File: src/rtl/sbs_ram.sv
// Generic single-write, single-read RAM with registered read data.
`default_nettype none
module sbs_ram #(
	parameter int WIDTH = 8,
	parameter int DEPTH = 16
) (
	input  wire logic                     clk,
	input  wire logic                     we,
	input  wire logic [$clog2(DEPTH)-1:0] waddr,
	input  wire logic [WIDTH-1:0]         wdata,
	input  wire logic [$clog2(DEPTH)-1:0] raddr,
	output logic      [WIDTH-1:0]         rdata
);

	logic [WIDTH-1:0] mem [DEPTH];

	always_ff @(posedge clk) begin
		if (we) mem[waddr] <= wdata;
		rdata <= mem[raddr];
	end

endmodule
`default_nettype wire

File: config.mk
export PLATFORM = sky130hd
export DESIGN_NAME = sbs_ram
export DESIGN_NICKNAME = d
export VERILOG_FILES = /design/src/rtl/sbs_ram.sv
export SDC_FILE = /design/constraint.sdc
export NUM_CORES = 1
export LEC_CHECK = 0
export BUFFER_PORTS_ARGS = -buffer_cell sky130_fd_sc_hd__buf_2
export CAP_MARGIN = 15
export CORE_MARGIN = 3
export CORE_UTILIZATION = 35
export CTS_CLUSTER_DIAMETER = 200
export DETAILED_ROUTE_END_ITERATION = 7
export PLACE_DENSITY = 0.59
export SLEW_MARGIN = 20
export SYNTH_ARGS = -nofsm -noshare
export SYNTH_HDL_FRONTEND = slang
export SYNTH_SLANG_ARGS = --single-unit
File: constraint.sdc
create_clock -name clk -period 2.2 [get_ports clk]
set_input_delay 0.44 -clock clk [delete_from_list [all_inputs] [get_ports clk]]
set_output_delay 0.44 -clock clk [all_outputs]
set_load 0.01 [all_outputs]
==> flow_metrics.tcl, run 1 <==
set metrics [dict create \
    drtPass1Iterations 4 \
    leakage_uw 0.00211 \
    worstHoldPathType "primary input to flop" \
    final_common_cell "edfxtp_1" \
    relSlewSlack_pct 69.0 \
    yosysWarningCount 0 \
    cts_tree "done" \
    max_freq_mhz 671 \
    synth_top_area_share_pct 74.7 \
    synth_edf_count 128 \
    syn2layout_area_growth_pct 20.5 \
    tns_ns 0 \
    required_ns 2.48 \
    status "completed" \
    skew_ns 0.0100 \
    post-cts-setup-buffers 0 \
    dp_hpwl_um 6610 \
    setup_viol 0 \
    antenna_found_initial 1 \
    insertion_delay_ns 0.41 \
    drt_wl_total_um 10300 \
    synth_area_um2 5150 \
    grt_pass1_vias 2666 \
    rsz0062_at_grt "no" \
    cts_resized 0 \
    track_usage_pct 13.5 \
    syn_avg_cell_area_um2 22.5 \
    htree_num_levels 4 \
    ir_drop_v 0.000988 \
    drv_cap 0 \
    via_count 2447 \
    dp_slack_ns 0.303 \
    startpoint_type "primary input" \
    vias_per_cell 5.11 \
    dieArea_um2 16200 \
    routedWlPerCell_um 21.4 \
    max_stage_delay_ns 0.61 \
    overflow 0 \
    period_needed_ns 1.49 \
    fin_nets 304 \
    top_usage_layer "met2" \
    final_cell_mix "edfxtp_1 (128), buf_2 (25), buf_4 (21), mux4_2 (18), clkbuf_16 (17)" \
    grt_max_degree 33 \
    drc 0 \
    synth_cell_types 19 \
    drtAntennaViolNets 0 \
    ys_async_sr_fraction_pct 0 \
    synth_seq_cells 136 \
    worst_slack_ns 0.711 \
    cp_slowest_cell "mux4_1" \
    synth_ff_type "edfxtp_1" \
    crit_type "primary input to flop" \
    cp-end-kind "flop" \
    drv_slew 0 \
    path_max_fanout 22 \
    crit_chain "buf_2, buf_12, mux4_1, a22oi_1, nand2_1" \
    cts-hold-fix-buffers 0 \
    grt_first_pass_wirelength_um 15700 \
    yosysSeqAreaShare_pct 77.8 \
    yosys-top-cells-area "edfxtp_1 (75%), mux4_2 (7.9%), mux4_1 (7.1%)" \
    io_buffers 25 \
    cp_num_buf_inv 2 \
    hold_viol_final 0 \
    die_w_um 127 \
    root_buffer "clkbuf_16" \
    worst_pin_slew_ns 0.464 \
    syn-num-nets 247 \
    final_core_util_pct 43.8 \
    cp_data_arrival_time_ns 1.77 \
    use_met1_pct 18.2 \
    die_h_um 127 \
    layout-drive-gt1-share_pct 31.4 \
    grt_use_met3_pct 4.60 \
    gp_congestion 0.736 \
    core-area_um2 14100 \
    ios 26 \
    clkTransAtPathRegs_ns 0.06 \
    core.rowCount 43 \
    cts_buffers 17 \
    start_util_pct 36.4 \
    diodes 0 \
    clk_path_buf_depth 2 \
    grtUsageMet2_pct 20.6 \
    drt_iter0_drc 145 \
    cts_sinks 136 \
    crit_family "multiplexers" \
    synthCells 229 \
    post-route-period-util_pct 67.7 \
    synth_area_leader_cell "edfxtp_1" \
    p_per_area_nw_per_um2 964 \
]
## final timing paths
check                                      endpoint  slack (ns)                start  cells past startpoint
worst max register to register     rdata[3]$_DFF_P_        0.81  mem[9][3]$_DFFE_PP_                      3
worst min-delay path            mem[8][0]$_DFFE_PP_        0.42             wdata[0]                      1
worst min register to register     rdata[6]$_DFF_P_        0.69  mem[5][6]$_DFFE_PP_                      3
worst max-delay path               rdata[3]$_DFF_P_        0.71             raddr[0]                      5
## cell usage after synthesis, types with 2 or more instances
master / count
a22oi_1: 16
nand2b_1: 2
nand2_1: 9
nand3b_1: 2
dfxtp_1: 8
clkdlybuf4s25_2: 3
nor3_1: 4
mux4_1: 14
mux4_2: 18
buf_6: 3
edfxtp_1: 128
nor2_1: 13
buf_2: 3
## cells by family after synthesis
family	after synthesis	share of synthesized area [%]
flops	136	77.8
simple gates	35	3.18
mux	32	15.0
compound gates	16	2.33
buf+inv	10	1.68
## final cells by class
type,instances,area [µm²]
timing repair buffer,48,323
fill,1203,7950
clock buffer,23,468
tap,180,225
sequential,136,4000
multi-input combinational,83,1060
clock inverter,9,125
## report_power, final
| part | internal, µW | leakage (µW) | switching [µW] |
|---|---|---|---|
| combinational | 120 | 0.000601 | 158 |
| clock | 1830 | 0.000289 | 952 |
| sequential | 2900 | 0.00122 | 19.0 |
| total | 4850 | 0.00211 | 1130 |
## flip-flops by register name, summed over array words and instances (netlist names)
signal and cells:
mem 128, rdata 8
## worst reg2reg max path, cell delays in order, from the launching register on
cell,delay (ns)
edfxtp_1,0.36
mux4_1,0.54
a22oi_1,0.30
nand2_1,0.08
## per-stage QoR
stage | power [µW] | instances | hold slack (ns) | area (µm²)
floorplan | 3120 | 229 | 0.539 | 5150
global placement | 3250 | 447 | 0.665 | 5610
detailed placement | 3250 | 447 | 0.660 | 5610
CTS | 6040 | 479 | 0.410 | 6200
global route | 6190 | 479 | 0.418 | 6200
finish | 5980 | 479 | 0.420 | 6200
## layer usage
metal | up-vias | wire length, µm
met5 | - | 20
met4 | 2 | 137
met3 | 12 | 635
met2 | 77 | 4890
met1 | 1270 | 4580
li1 | 1086 | -
(Power assumes the default switching activity.)
==> run 2, diff against run 1 <==
--- a/config.mk
+++ b/config.mk
@@ -11,7 +11,7 @@
 export CORE_UTILIZATION = 35
 export CTS_CLUSTER_DIAMETER = 200
 export DETAILED_ROUTE_END_ITERATION = 7
-export PLACE_DENSITY = 0.59
+export PLACE_DENSITY = 0.61
 export SLEW_MARGIN = 20
 export SYNTH_ARGS = -nofsm -noshare
 export SYNTH_HDL_FRONTEND = slang
==> constraint.sdc (replaced) <==
create_clock -name clk -period 1.28 [get_ports clk]
set_input_delay 0.256 -clock clk [delete_from_list [all_inputs] [get_ports clk]]
set_output_delay 0.256 -clock clk [all_outputs]
set_load 0.01 [all_outputs]
==> flow_metrics.tcl, run 2 (synthesized netlist as in run 1, its figures left out) <==
set metrics [dict create \
    grt_first_pass_wirelength_um 15300 \
    antenna_found_initial 0 \
    whs_ns 0.232 \
    io_buffers 25 \
    p_per_area_nw_per_um2 1620 \
    cp_slowest_cell "mux4_1" \
    period_needed_ns 1.24 \
    core.rowCount 43 \
    gp_congestion 0.751 \
    crit_chain "mux4_1, a22oi_1, nand2_1" \
    grt_max_degree 21 \
    diodes 0 \
    drtAntennaViolNets 0 \
    final_cell_mix "edfxtp_1 (128), mux4_2 (31), buf_2 (25), buf_4 (23), clkbuf_16 (17)" \
    via_count 2467 \
    clkTransAtPathRegs_ns 0.06 \
    grtUsageMet2_pct 19.4 \
    final_core_util_pct 45.0 \
    cts_sinks 136 \
    leakage_uw 0.00213 \
    startpoint_type "flop" \
    core-area_um2 14100 \
    cts_tree "done" \
    finalPower_uw 10300 \
    use_met1_pct 18.5 \
    worst_pin_slew_ns 0.854 \
    crit_family "multiplexers" \
    vias_per_cell 5.07 \
    hold_viol_final 0 \
    final_common_cell "edfxtp_1" \
    ir_drop_v 0.000983 \
    htree_num_levels 4 \
    overflow 0 \
    crit_type "flop to flop" \
    die_w_um 127 \
    routedWlPerCell_um 20.1 \
    grt_use_met3_pct 3.97 \
    post-cts-setup-buffers 0 \
    start_util_pct 36.4 \
    drc 0 \
    fin_nets 312 \
    largest_register_ffs 128 \
    rsz0062_at_grt "yes" \
    drv_slew 0 \
    max_freq_mhz 809 \
    clk_path_buf_depth 2 \
    top_usage_layer "met2" \
    setup_viol 0 \
    skew_ns 0.0108 \
    post-route-period-util_pct 96.6 \
    top_regs "mem (128), rdata (8)" \
    dp_hpwl_um 6540 \
    status "completed" \
    drtPass1Iterations 4 \
    die_h_um 127 \
    regMostFlops "mem" \
    relSlewSlack_pct 42.9 \
    max_stage_delay_ns 0.48 \
    cp_num_buf_inv 0 \
    ios 26 \
    dieArea_um2 16200 \
    cts-hold-fix-buffers 0 \
    insertion_delay_ns 0.41 \
    cp-end-kind "flop" \
    drt_wl_total_um 9810 \
    grt_pass1_vias 2623 \
    path_max_fanout 1 \
    cp_data_arrival_time_ns 1.53 \
    worstHoldPathType "primary input to flop" \
    syn2layout_area_growth_pct 23.7 \
    drt_iter0_drc 224 \
    cts_buffers 17 \
    layout-drive-gt1-share_pct 43.0 \
    root_buffer "clkbuf_16" \
    track_usage_pct 13.1 \
    drv_cap 0 \
    required_ns 1.57 \
]
==> run 2: final timing paths <==
kind | slack (ns) | startpoint | endpoint | depth (start not counted)
max reg2reg | 0.04 | mem[3][0]$_DFFE_PP_ | rdata[0]$_DFF_P_ | 3
min | 0.23 | wdata[4] | mem[13][4]$_DFFE_PP_ | 1
max | 0.04 | mem[3][0]$_DFFE_PP_ | rdata[0]$_DFF_P_ | 3
min reg2reg | 0.68 | mem[9][2]$_DFFE_PP_ | rdata[2]$_DFF_P_ | 3
==> run 2: final cells by class <==
class,instances,area [µm²]
multi-input cells,83,1090
repair buffers,56,458
clock inverters,15,166
well taps,180,225
clock buffers,17,425
fillers,1185,7780
flip-flops and latches,136,4000
==> run 2: per-layer routing <==
| layer | up-vias | routed length, µm |
|---|---|---|
| met5 | - | 0 |
| met3 | 6 | 580 |
| met2 | 71 | 4670 |
| li1 | 1096 | - |
| met4 | 0 | 73 |
| met1 | 1294 | 4480 |
==> run 2: power breakdown <==
| group | switching [µW] | total [µW] | internal (µW) |
|---|---|---|---|
| Sequential | 35.3 | 5010 | 4980 |
| Clock | 1870 | 4780 | 2910 |
| Combinational | 285 | 531 | 246 |
==> run 2: through the flow <==
step	std cells	worst slack [ns]	TNS [ns]	instance area [µm²]
floorplan	229	-0.109	-1.16	5180
global placement	455	-0.338	-13.74	5750
detailed placement	455	-0.308	-15.11	5750
CTS	487	-0.00518	-0.0103	6340
global route	487	-0.00337	-0.00386	6370
finish	487	0.0434	0	6370
==> run 2: timing repair <==
item / CTS / global route
endpoints found under the setup margin: 3 / 5
pin swaps: 0 / 1
endpoints found under the hold margin: 0 / 0
resized for setup: 1 / 5
==> run 2: worst reg2reg max path: cells and delay by family, from the launching register on <==
kind	cells	cell delay [ns]
multiplexers	1	0.48
flip-flops	1	0.38
AO/OA/AOI/OAI	1	0.19
AND/OR/NAND/NOR	1	0.07
