### config.mk
export PLATFORM = sky130hd
export DESIGN_NAME = sbs_scan
export DESIGN_NICKNAME = d
export VERILOG_FILES = /design/src/rtl/sbs_pkg.sv /design/src/rtl/sbs_scan.sv
export SDC_FILE = /design/constraint.sdc
export NUM_CORES = 1
export LEC_CHECK = 0
export ABC_AREA = 1
export BUFFER_PORTS_ARGS = -buffer_cell sky130_fd_sc_hd__buf_2
export CAP_MARGIN = 20
export CORE_ASPECT_RATIO = 0.5
export CORE_MARGIN = 2
export CORE_UTILIZATION = 44
export CTS_BUF_LIST = sky130_fd_sc_hd__clkbuf_2 sky130_fd_sc_hd__clkbuf_4 sky130_fd_sc_hd__clkbuf_8
export CTS_CLUSTER_DIAMETER = 200
export DETAILED_ROUTE_END_ITERATION = 10
export PLACE_DENSITY = 0.86
export SLEW_MARGIN = 20
export SYNTH_ARGS = -nofsm -noshare
export SYNTH_HDL_FRONTEND = slang
export SYNTH_SLANG_ARGS = --single-unit
### constraint.sdc
create_clock -name clk -period 4.75 [get_ports clk]
set_input_delay 0.475 -clock clk [delete_from_list [all_inputs] [get_ports clk]]
set_output_delay 0.475 -clock clk [all_outputs]
set_load 0.01 [all_outputs]
### src/rtl/sbs_pkg.sv
// Shared types, codes and helper functions for the self-avoiding walk step block.
`default_nettype none
package sbs_pkg;

	typedef logic [1:0] dir_t;

	localparam dir_t DIR_PX = 2'd0;
	localparam dir_t DIR_NX = 2'd1;
	localparam dir_t DIR_PY = 2'd2;
	localparam dir_t DIR_NY = 2'd3;

	typedef enum logic [2:0] {
		OUT_EXTENDED  = 3'd0,
		OUT_RETRACTED = 3'd1,
		OUT_NEUTRAL   = 3'd2,
		OUT_REJECTED  = 3'd3,
		OUT_BLOCKED   = 3'd4,
		OUT_RETRY     = 3'd5,
		OUT_FINISHED  = 3'd6
	} outcome_t;

	typedef enum logic [1:0] {
		REG_UP     = 2'd0,
		REG_DOWN   = 2'd1,
		REG_TARGET = 2'd2
	} reg_idx_t;

	typedef enum logic [1:0] {
		MODE_ORIGIN,
		MODE_EXTEND,
		MODE_NEUTRAL,
		MODE_RETRACT
	} mode_t;

	typedef enum logic [3:0] {
		ST_IDLE,
		ST_ORG_WR,
		ST_FETCH0,
		ST_FETCH1,
		ST_FETCH2,
		ST_PICK,
		ST_SCAN,
		ST_COMMIT,
		ST_RESP
	} state_t;

	typedef struct packed {
		logic done;
		logic hit;
	} scan_status_t;

	localparam logic [6:0]  PCT_FULL     = 7'd100;
	localparam logic [6:0]  UP_RESET     = 7'd100;
	localparam logic [6:0]  DOWN_RESET   = 7'd85;
	localparam logic [10:0] TARGET_RESET = 11'd1000;

	function automatic logic passes(input logic [6:0] thr, input logic [6:0] draw);
		return (thr >= PCT_FULL) || (draw <= thr);
	endfunction

	// remainder by three of a 4-bit draw
	function automatic logic [1:0] mod3(input logic [3:0] v);
		logic [1:0] r;
		unique case (v)
			4'd0, 4'd3, 4'd6, 4'd9, 4'd12, 4'd15: r = 2'd0;
			4'd1, 4'd4, 4'd7, 4'd10, 4'd13:       r = 2'd1;
			default:                              r = 2'd2;
		endcase
		return r;
	endfunction

	// pick among the codes not excluded, counted in ascending order
	function automatic dir_t pick_dir(input logic [3:0] excl, input logic [3:0] draw);
		logic [2:0] cnt;
		logic [1:0] k;
		dir_t       res;
		logic       found;
		cnt = 3'd0;
		for (int c = 0; c < 4; c++) begin
			if (!excl[c]) cnt = cnt + 3'd1;
		end
		unique case (cnt)
			3'd4:    k = draw[1:0];
			3'd3:    k = mod3(draw);
			3'd2:    k = {1'b0, draw[0]};
			default: k = 2'd0;
		endcase
		res = DIR_PX;
		found = 1'b0;
		for (int c = 0; c < 4; c++) begin
			if (!excl[c] && !found) begin
				if (k == 2'd0) begin
					res = dir_t'(c);
					found = 1'b1;
				end else begin
					k = k - 2'd1;
				end
			end
		end
		return res;
	endfunction

endpackage
`default_nettype wire

### src/rtl/sbs_scan.sv
// Occupancy scan: walks the site stack one entry a cycle against a candidate site.
`default_nettype none
module sbs_scan #(
	parameter int MAX_LEN = 1024,
	parameter int SITE_W  = 22
) (
	input  wire logic                         clk,
	input  wire logic                         arst_n,
	input  wire logic                         start,
	input  wire logic [$clog2(MAX_LEN+1)-1:0] count,
	input  wire logic [SITE_W-1:0]            target,
	input  wire logic [SITE_W-1:0]            rdata,
	output logic      [$clog2(MAX_LEN)-1:0]   addr,
	output sbs_pkg::scan_status_t             status
);

	localparam int AW = $clog2(MAX_LEN);
	localparam int LW = $clog2(MAX_LEN + 1);

	logic [LW-1:0] idx_q;
	logic          running_q;
	logic          cmp_q;
	logic          last_q;
	logic          done_q;
	logic          hit_q;
	logic          is_last;

	assign is_last = (idx_q + LW'(1)) == count;
	assign addr    = idx_q[AW-1:0];

	always_ff @(posedge clk or negedge arst_n) begin
		if (!arst_n) begin
			idx_q     <= '0;
			running_q <= 1'b0;
			cmp_q     <= 1'b0;
			last_q    <= 1'b0;
			done_q    <= 1'b0;
			hit_q     <= 1'b0;
		end else begin
			cmp_q  <= running_q && !start;
			last_q <= running_q && is_last && !start;
			done_q <= last_q && !start;
			if (start) begin
				idx_q     <= '0;
				running_q <= 1'b1;
				hit_q     <= 1'b0;
			end else begin
				if (running_q) begin
					idx_q <= idx_q + LW'(1);
					if (is_last) running_q <= 1'b0;
				end
				// the RAM registers its read data, so it belongs to the address given before
				if (cmp_q && (rdata == target)) hit_q <= 1'b1;
			end
		end
	end

	assign status.done = done_q;
	assign status.hit  = hit_q;

endmodule
`default_nettype wire

==> results of run 1 <==
==> layout make-up <==
cell class	count	area (um2)
multi-input cells	168	807
fillers	296	1270
flip-flops and latches	16	400
well taps	40	50.0
clock buffers	3	41.3
inverters	41	154
repair buffers	69	345
==> registers in the layout, summed over array words and instances (netlist names) <==
register and count:
cmp_q 1, idx_q 11, running_q 1, done_q 1
last_q 1, hit_q 1
==> worst max-delay path by stage <==
stage	startpoint	depth (start not counted)	slack, ns	to
3_5_place_dp	idx_q[0]	10	3.02	running_q
3_3_place_gp	idx_q[0]	13	3.12	running_q
4_1_cts	idx_q[0]	9	2.98	running_q
6_report	idx_q[0]	9	2.98	running_q
2_1_floorplan	idx_q[0]	11	3.20	running_q
5_1_grt	idx_q[0]	10	2.79	running_q
==> metal layers <==
metal / routed length [um] / part of all wire
met1: 1650 / 0.42
met2: 1910 / 0.48
met3: 324 / 0.082
met4: 65 / 0.016
met5: 0 / 0
==> per-stage QoR <==
step | cell area, um2 | std cells | power (mW) | worst slack, ns
finish | 1800 | 337 | 0.321 | 2.98
global route | 1800 | 337 | 0.339 | 2.79
CTS | 1800 | 337 | 0.320 | 2.98
detailed placement | 1760 | 334 | 0.219 | 3.02
global placement | 1760 | 334 | 0.217 | 3.12
floorplan | 1450 | 237 | 0.183 | 3.20
==> power groups by stage <==
| stage | Sequential [mW] | Clock [mW] | Combinational [mW] |
|---|---|---|---|
| after CTS | 0.143 | 0.102 | 0.0746 |
| after global routing | 0.143 | 0.110 | 0.0858 |
| after global placement | 0.145 | 0 | 0.0717 |
| after floorplan | 0.144 | 0 | 0.0386 |
| after detailed placement | 0.145 | 0 | 0.0741 |
| final | 0.143 | 0.104 | 0.0743 |
==> critical path, delay by kind of cell, from the launching register on <==
kind	cells	cell delay [ns]
fa+ha+maj	1	0.24
simple gates	7	0.68
compound gates	1	0.28
flops	1	0.44
==> placed cells by master (no fill, tap or decap) <==
cell type | Yosys | layout
inv_1 | 40 | 40
nor2_1 | 25 | 25
dfrtp_1 | 16 | 16
and2_1 | 1 | 1
o21ai_0 | 14 | 14
nand3_1 | 32 | 32
nand2_2 | 2 | 2
or2_2 | 2 | 2
clkinv_1 | 1 | 1
o22ai_1 | 9 | 9
clkbuf_8 | 0 | 3
nand3b_1 | 2 | 2
nand2_1 | 64 | 64
nor3_2 | 1 | 1
xor2_1 | 3 | 3
nand4_1 | 3 | 3
buf_2 | 0 | 69
a21oi_1 | 3 | 3
nor2_4 | 2 | 2
xnor2_1 | 4 | 4
ha_1 | 1 | 1
==> logic make-up after synthesis <==
| family | after synthesis | share of synthesized area |
|---|---|---|
| and+or+nand+nor | 134 | 0.408 |
| buffers and inverters | 53 | 0.168 |
| AOI/OAI and AO/OA | 26 | 0.0974 |
| DFF | 16 | 0.276 |
| xor gates and xnor gates | 7 | 0.0422 |
| adders and majority gates | 1 | 0.00862 |
==> metrics, run 1 <==
outcome=complete, no violations; number of global-route vias before repair=1635; Via-to-Cell Ratio=between 4 and 5; slowest cell on the critical path=dfrtp_1; Setup Fix Bufs, Post-CTS=0; Core Util, Final=0.587; share of cells above drive strength 1=0.266; area leader, netlist=dfrtp_1; htree depth=1; max cap viols=0; Crit Path Max Fanout=6; clk slew on worst S/H paths=~0.06 ns; critical path launch point type=register; Syn Inst Count=around 240; Distinct cells, synth=20; DR iter-0 viols=74; grt met1 use=0.251; Reg2Reg Depth=9; area of the mapped netlist=between 1000 and 1500 um2; nets@finish=358; wire per inst=approximately 12 um; Final Cycle Share=0.374; clk_lat worst skew=about 0.25 ns; Post-DRT Antenna Nets=0; worst r2r dst=running_q; FF-to-FF Start=idx_q[0]; Fmax achieved=0.564 GHz; GR Util met2=0.430; switch share=0.282; top cells by count, synth=64 x nand2_1, 40 x inv_1, 32 x nand3_1; Final Slew Violations=0; P_int=about 230 uW; share of the synthesized area in the top cell type=0.276; drc violations=0; detailed placement HPWL=~3200 um; post-layout min period=1.77 ns; Num CTS Buffers=3; Async SR Flop Fraction=1.00; post-CTS resize count=0; Syn Nets=just under 300; Final Skew=0.000813 ns; crit path cell chain=ha_1 -> nand2_2 -> o21ai_0 -> and2_1 -> nor2_1 -> nor2_1 -> nand2_1 -> nor2_1 -> nor2_1; first-pass GRT wire length=around 6700 um; Synth-to-Final Area Change=23.9%; drt first pass iters=4; vias=between 1500 and 2000; reg-to-reg setup timing slack=roughly 3 ns; initial antenna violation count=0; die height=between 40 and 50 um; final setup fails=0; relative slew slack=0.636; Synth Area per Inst=just over 6 um2; Initial Util=0.473; Top Usage Layer GRT=met2; Comb pwr share=0.231; crit-path most repeated cell=nor2_1; GR Layer Usage met3=0.0466; CP required=4.89 ns; largest net degree at the start of global routing=17; CORE AREA=between 3000 and 4000 um2; die area=~3800 um2; CP endpoint kind=register; synth warn=0; CTS Buffer Depth=2; Flop pwr share=0.445; Worst EP arrival=approximately 1.9 ns; ANT cells=0; Hold WS=between 0.1 and 0.15 ns; Critical Path Max Stage Delay=around 0.44 ns; clock group share of total power=0.324; clock root buffer=clkbuf_8; port bufs=slightly below 70; most frequent cell after synthesis=nand2_1; Hold Path Class=input pin to asynchronous set/reset pin; Hold-fix buffers, CTS=0; Die Width=around 85 um; WS Path Type=register to register; row cnt=14; Overall Global Routing Usage=0.222; final hold vios=0; Leak=just under 1 nW; Pwr Density=around 180 nW/um2; Least-Margin Pin Slew=approximately 0.54 ns; Main synth FF type=dfrtp_1; RSZ-0062 raised after global routing=no; Max VDD drop=between 0.15 and 0.2 mV; number of flops mapped to enable cells by yosys=0; setup TNS=0 ns; gr ovfl total=0; GP Congestion=about 0.87; final wirelength=~4000 um; Synth Register Bits=16; CTS tree=built; I/O pin total=70; top cells by area, synth=dfrtp_1 28%, nand2_1 17%, nand3_1 11%; register area share after synthesis=0.276; clock sink count=16; sw power=a little over 90 uW
Note: power is estimated with default switching activity, not from simulation.
==> inputs of run 2 (changes only) <==
--- a/config.mk
+++ b/config.mk
@@ -10,11 +10,11 @@
 export CAP_MARGIN = 20
 export CORE_ASPECT_RATIO = 0.5
 export CORE_MARGIN = 2
-export CORE_UTILIZATION = 44
+export CORE_UTILIZATION = 43
 export CTS_BUF_LIST = sky130_fd_sc_hd__clkbuf_2 sky130_fd_sc_hd__clkbuf_4 sky130_fd_sc_hd__clkbuf_8
 export CTS_CLUSTER_DIAMETER = 200
 export DETAILED_ROUTE_END_ITERATION = 10
-export PLACE_DENSITY = 0.86
+export PLACE_DENSITY = 0.87
 export SLEW_MARGIN = 20
 export SYNTH_ARGS = -nofsm -noshare
 export SYNTH_HDL_FRONTEND = slang
==> constraint.sdc (replaced) <==
create_clock -name clk -period 1.53 [get_ports clk]
set_input_delay 0.153 -clock clk [delete_from_list [all_inputs] [get_ports clk]]
set_output_delay 0.153 -clock clk [all_outputs]
set_load 0.01 [all_outputs]
==> run 2 against run 1 <==
Against the previous run: the flow now finishes with violations (negative setup slack); clock skew grew 0.0054 ns; setup slack worse by 3.0 ns; cell count is 2.4% higher; non-clock buffer count is 7 higher; register-to-register slack got worse by 3.0 ns.
==> metrics, run 2 (synthesis results as in run 1) <==
DR iter-0 viols=105 (+42%); end of the worst hold path=done_q; Leak=1.05 nW (+5.5%); Overall Global Routing Usage=0.215 (-0.00650); P_int=780 uW (+240%); worst r2r dst=running_q; initial antenna violation count=0 (unchanged); share of cells above drive strength 1=0.298 (+0.0324); Pwr Density=564 nW/um2 (+220%); drt first pass iters=4 (unchanged); RSZ-0062 raised after global routing=yes; nets@finish=365 (+2.0%); crit-path most repeated cell=nand2_1; Reg2Reg Depth=13 (+4); failing checks=negative setup slack; Least-Margin Pin Slew=0.363 ns (-0.180 ns); die area=3880 um2 (+2.2%); wire per inst=11.7 um (-0.34%); max cap viols=0 (unchanged); Num CTS Buffers=3 (unchanged); setup TNS=-0.0383 ns (-0.0383 ns); Synth-to-Final Area Change=29.8%; final setup fails=2 (+2); vias=1737 (+4.1%); Post-DRT Antenna Nets=0 (unchanged); row cnt=14 (unchanged); Worst EP arrival=1.71 ns (-0.20 ns); drc violations=0 (unchanged); clock group share of total power=0.348 (+0.024); number of global-route vias before repair=1637 (+0.12%); Fmax achieved=0.639 GHz (+13%); Largest Register=idx_q; CP required=1.67 ns (-3.22 ns); WS Path Type=register to register; Comb pwr share=0.238 (+0.007); Die Width=86.2 um (+1.1%); Largest register FFs=11 (unchanged); Flop pwr share=0.414 (-0.031); CTS tree=built; worst hold stages=2; Worst Slack Setup Final=-0.0361 ns (-3.01 ns); crit path cell chain=ha_2 -> nand2_4 -> inv_1 -> nand2_1 -> nand2_1 -> nand2_1 -> nand2_1 -> nor2_1 -> nand2_1 -> nor2_1 -> nand2_1 -> nor2_1 -> nor2_1; I/O pin total=70 (unchanged); Hold Path Class=input pin to register; CTS Buffer Depth=2 (unchanged); Core Util, Final=0.608 (+0.0212); reg-to-reg setup timing slack=-0.04 ns (-3.01 ns); Crit Path Max Fanout=5 (-1); clk_lat worst skew=0.25 ns (about the same); outcome=finished, violations left; Setup WS pre-CTS=-0.0538 ns (-3.08 ns); final hold vios=0 (unchanged); Final Skew=0.00620 ns (+0.00539 ns); critical path launch point type=register; post-layout min period=1.57 ns (-0.208 ns); Critical Path Max Stage Delay=0.39 ns (-0.05 ns); final wirelength=4030 um (+2.0%); switch share=0.266 (-0.0159); clock root buffer=clkbuf_8; GP Congestion=0.869 (about the same); Hold Path Origin=start; Final Cycle Share=1.02 (+0.650); CORE AREA=3100 um2 (+1.1%); port bufs=69 (unchanged); detailed placement HPWL=3250 um (+3.1%); commonest non-fill, non-tap cell in the layout=buf_2; relative slew slack=0.758 (+0.122); Total Power=1.06 mW (+230%); commonest cells after routing, fill and taps aside=69 x buf_2, 63 x nand2_1, 40 x inv_1, 32 x nand3_1, 24 x nor2_1; clk slew on worst S/H paths=0.06 ns (about the same); Final Slew Violations=0 (unchanged); htree depth=1 (unchanged); Initial Util=0.468 (-0.00535); clock sink count=16 (unchanged); die height=45.1 um (+1.1%); Cell Count, Final, Fillers Out=345 (+2.4%); sw power=283 uW (+210%); slowest cell on the critical path=dfrtp_1; Via-to-Cell Ratio=5.03 (+1.7%); Max VDD drop=0.687 mV (+340%); CP endpoint kind=register; FF-to-FF Start=idx_q[1]; largest net degree at the start of global routing=17 (unchanged); post-placement cell count=337 (+0.90%); ANT cells=0 (unchanged); gr ovfl total=0 (unchanged); first-pass GRT wire length=6610 um (-1.2%)
run 2: worst max path at each step:
stage / startpoint / to / slack [ns] / cells after the start
4_1_cts: idx_q[1] / running_q / -0.03 / 13
3_5_place_dp: idx_q[1] / running_q / -0.05 / 10
2_1_floorplan: idx_q[0] / running_q / 0.02 / 11
3_3_place_gp: idx_q[0] / running_q / 0.03 / 11
5_1_grt: idx_q[0] / running_q / -0.21 / 11
6_report: idx_q[1] / running_q / -0.04 / 13
run 2: area by class of cell:
| type | count | area [um2] |
|---|---|---|
| Fill cell | 281 | 1220 |
| Multi-Input combinational cell | 168 | 823 |
| Sequential cell | 16 | 402 |
| Timing Repair Buffer | 76 | 400 |
| Inverter | 41 | 154 |
| Clock buffer | 4 | 55.1 |
| Tap cell | 40 | 50.0 |
run 2: what timing repair did:
item	in CTS	in global routing
endpoints found under the hold margin	16	0
endpoints found under the setup margin	2	5
pin swaps	3	0
hold buffers	1	0
setup buffers	3	0
gates resized for setup	3	2
run 2: power by group through the flow:
stage | clock [mW] | combinational, mW | sequential [mW]
3_5_place_dp | 0 | 0.245 | 0.446
2_1_floorplan | 0 | 0.120 | 0.448
3_3_place_gp | 0 | 0.236 | 0.445
5_1_grt | 0.399 | 0.285 | 0.440
4_1_cts | 0.382 | 0.250 | 0.439
6_report | 0.370 | 0.253 | 0.440
run 2: critical path: cells and delay by family (launching register included):
kind	cells	cell delay (ns)
DFF	1	0.39
buffers and inverters	1	0.04
and+or+nand+nor	11	0.83
adders and majority gates	1	0.21
run 2: metrics by stage:
stage          instance area [um2]  hold slack, ns
2_1_floorplan                 1450          -0.143
3_3_place_gp                  1780          0.0866
3_5_place_dp                  1780          0.0866
4_1_cts                       1880           0.123
5_1_grt                       1880           0.149
6_report                      1880           0.139
run 2: per-layer routing:
layer / vias to the layer above / GRT usage / part of all wire
met5: - / 0 / 0
met3: 8 / 0.0475 / 0.10
met1: 775 / 0.252 / 0.42
met4: 0 / 0.0540 / 0.014
li1: 876 / - / -
met2: 78 / 0.412 / 0.47
==> inputs of run 3 (changes only) <==
--- a/config.mk
+++ b/config.mk
@@ -9,12 +9,10 @@
 export BUFFER_PORTS_ARGS = -buffer_cell sky130_fd_sc_hd__buf_2
 export CAP_MARGIN = 20
 export CORE_ASPECT_RATIO = 0.5
-export CORE_MARGIN = 2
-export CORE_UTILIZATION = 43
-export CTS_BUF_LIST = sky130_fd_sc_hd__clkbuf_2 sky130_fd_sc_hd__clkbuf_4 sky130_fd_sc_hd__clkbuf_8
+export CORE_UTILIZATION = 44
 export CTS_CLUSTER_DIAMETER = 200
 export DETAILED_ROUTE_END_ITERATION = 10
-export PLACE_DENSITY = 0.87
+export PLACE_DENSITY = 0.86
 export SLEW_MARGIN = 20
 export SYNTH_ARGS = -nofsm -noshare
 export SYNTH_HDL_FRONTEND = slang
==> constraint.sdc (replaced) <==
create_clock -name clk -period 1.8 [get_ports clk]
set_input_delay 0.18 -clock clk [delete_from_list [all_inputs] [get_ports clk]]
set_output_delay 0.18 -clock clk [all_outputs]
set_load 0.01 [all_outputs]
==> run 3 against run 2 <==
Against the previous run: the flow now finishes without violations; combinational power decreased by 18%; core utilization increased by 0.25 points; maximum frequency is 6.1% lower; clock skew shrank 0.0044 ns; cell count fell by 0.29%; via count decreased by 2.2%; setup slack improved by 0.17 ns; critical path type unchanged; register-to-register slack gained 0.17 ns; largest cell class unchanged.
==> metrics, run 3 (synthesis results as in run 1) <==
Fmax achieved=0.600 GHz (-6.1%); initial antenna violation count=0 (unchanged); crit-path most repeated cell=nand2_1; ANT cells=0 (unchanged); vias=1699 (-2.2%); GP Congestion=0.886 (+2.0%); Least-Margin Pin Slew=0.377 ns (+0.0136 ns); final hold vios=0 (unchanged); clock sink count=16 (unchanged); Hold Path Class=input pin to register; outcome=complete, no violations; CTS Buffer Depth=2 (unchanged); Final Skew=0.00176 ns (-0.00444 ns); Final Slew Violations=0 (unchanged); Initial Util=0.473 (+0.00535); row cnt=14 (unchanged); first-pass GRT wire length=6440 um (-2.5%); WS Path Type=register to register; Reg2Reg Depth=10 (-3); Die Width=83.2 um (-3.4%); RSZ-0062 raised after global routing=no; clk_lat worst skew=0.26 ns (about the same); max cap viols=0 (unchanged); worst hold stages=2 (unchanged); Overall Global Routing Usage=0.231 (+0.0156); drc violations=0 (unchanged); gr ovfl total=0 (unchanged); clock root buffer=clkbuf_8; Pwr Density=490 nW/um2 (-13%); htree depth=1 (unchanged); reg-to-reg setup timing slack=0.13 ns (+0.17 ns); nets@finish=364 (-0.27%); crit path cell chain=ha_2 -> nand2_4 -> nor2_4 -> nand2_1 -> nand2_1 -> nand3_1 -> nand2_1 -> nand3_1 -> nor2_1 -> nor2_1; Hold WS=0.139 ns (+0.000305 ns); CTS tree=built; WP depth=10 (-3); Max VDD drop=0.353 mV (-49%); final setup fails=0 (-2); Worst EP arrival=1.81 ns (+0.10 ns); Hold Path Origin=start; Post-DRT Antenna Nets=0 (unchanged); worst r2r dst=running_q; share of cells above drive strength 1=0.286 (-0.0122); Num CTS Buffers=3 (unchanged); post-layout min period=1.67 ns (+0.102 ns); CP required=1.94 ns (+0.27 ns); Largest register FFs=11 (unchanged); slowest cell on the critical path=dfrtp_1; detailed placement HPWL=3000 um (-7.9%); FF-to-FF Start=idx_q[0]; Via-to-Cell Ratio=4.94 (-1.9%); CORE AREA=3070 um2 (-1.1%); final wirelength=3880 um (-3.9%); Critical Path Max Stage Delay=0.42 ns (+0.03 ns); port bufs=69 (unchanged); CP endpoint kind=register; I/O pin total=70 (unchanged); Total Power=917 uW (-14%); commonest cells after routing, fill and taps aside=69 x buf_2, 64 x nand2_1, 40 x inv_1, 32 x nand3_1, 25 x nor2_1; commonest non-fill, non-tap cell in the layout=buf_2; die area=3550 um2 (-8.7%); die height=42.6 um (-5.5%); Synth-to-Final Area Change=28.9%; Final Cycle Share=0.926 (-0.0971); Worst Path Buf+Inv=0 (-1); Largest Register=idx_q; Crit Path Max Fanout=6 (+1); DR iter-0 viols=63 (-40%); drt first pass iters=4 (unchanged); end of the worst hold path=done_q; Leak=1.04 nW (-0.55%); setup TNS=0 ns (+0.0383 ns); Core Util, Final=0.610 (+0.00246); clk slew on worst S/H paths=0.07 ns (about the same); number of global-route vias before repair=1515 (-7.5%); largest net degree at the start of global routing=17 (unchanged); critical path launch point type=register; relative slew slack=0.749 (-0.00908); wire per inst=11.3 um (-3.6%); cell family with most CP delay=simple AND/OR/NAND/NOR gates
run 3: worst reg2reg max path: cells and delay by family (launching register included):
family | cells | cell delay, ns
DFF | 1 | 0.42
and+or+nand+nor | 9 | 0.87
adders and majority gates | 1 | 0.25
run 3: cell type report:
| class | count | area, um2 |
|---|---|---|
| fillers | 281 | 1190 |
| multi-input cells | 168 | 818 |
| flip-flops and latches | 16 | 400 |
| repair buffers | 75 | 393 |
| inverters | 41 | 154 |
| clock buffers | 4 | 55.1 |
| well taps | 40 | 50.0 |
run 3: worst max path at each step:
stage / to / startpoint / slack, ns
global route: running_q / idx_q[2] / 0.002
floorplan: running_q / idx_q[0] / 0.25
finish: running_q / idx_q[0] / 0.13
detailed placement: running_q / idx_q[0] / 0.09
global placement: running_q / idx_q[0] / 0.19
CTS: running_q / idx_q[0] / 0.07
run 3: through the flow:
stage / instance area, um2 / std cells / setup slack [ns]
2_1_floorplan: 1450 / 237 / 0.249
3_3_place_gp: 1760 / 335 / 0.190
3_5_place_dp: 1760 / 335 / 0.0908
4_1_cts: 1830 / 340 / 0.0745
5_1_grt: 1870 / 344 / 0.00170
6_report: 1870 / 344 / 0.132
run 3: where the power goes:
| group | internal [mW] | total (mW) | switching [mW] | leakage [nW] |
|---|---|---|---|---|
| combinational | 0.102 | 0.208 | 0.106 | 0.802 |
| clock | 0.195 | 0.333 | 0.138 | 0.0288 |
| sequential | 0.366 | 0.376 | 0.00953 | 0.213 |
run 3: timing repair:
item	CTS	global route
gates resized for setup	0	3
endpoints found under the setup margin	0	2
setup buffers	0	4
hold buffers	1	0
hold endpoints to repair	16	0
run 3: per-layer routing:
| layer | up-vias | routed length (um) | part of all wire | global-route usage |
|---|---|---|---|---|
| met5 | - | 0 | 0 | 0 |
| met4 | 0 | 44 | 0.011 | 0.0931 |
| met3 | 5 | 284 | 0.073 | 0.0531 |
| met2 | 83 | 1900 | 0.49 | 0.418 |
| met1 | 736 | 1650 | 0.42 | 0.269 |
| li1 | 875 | - | - | - |
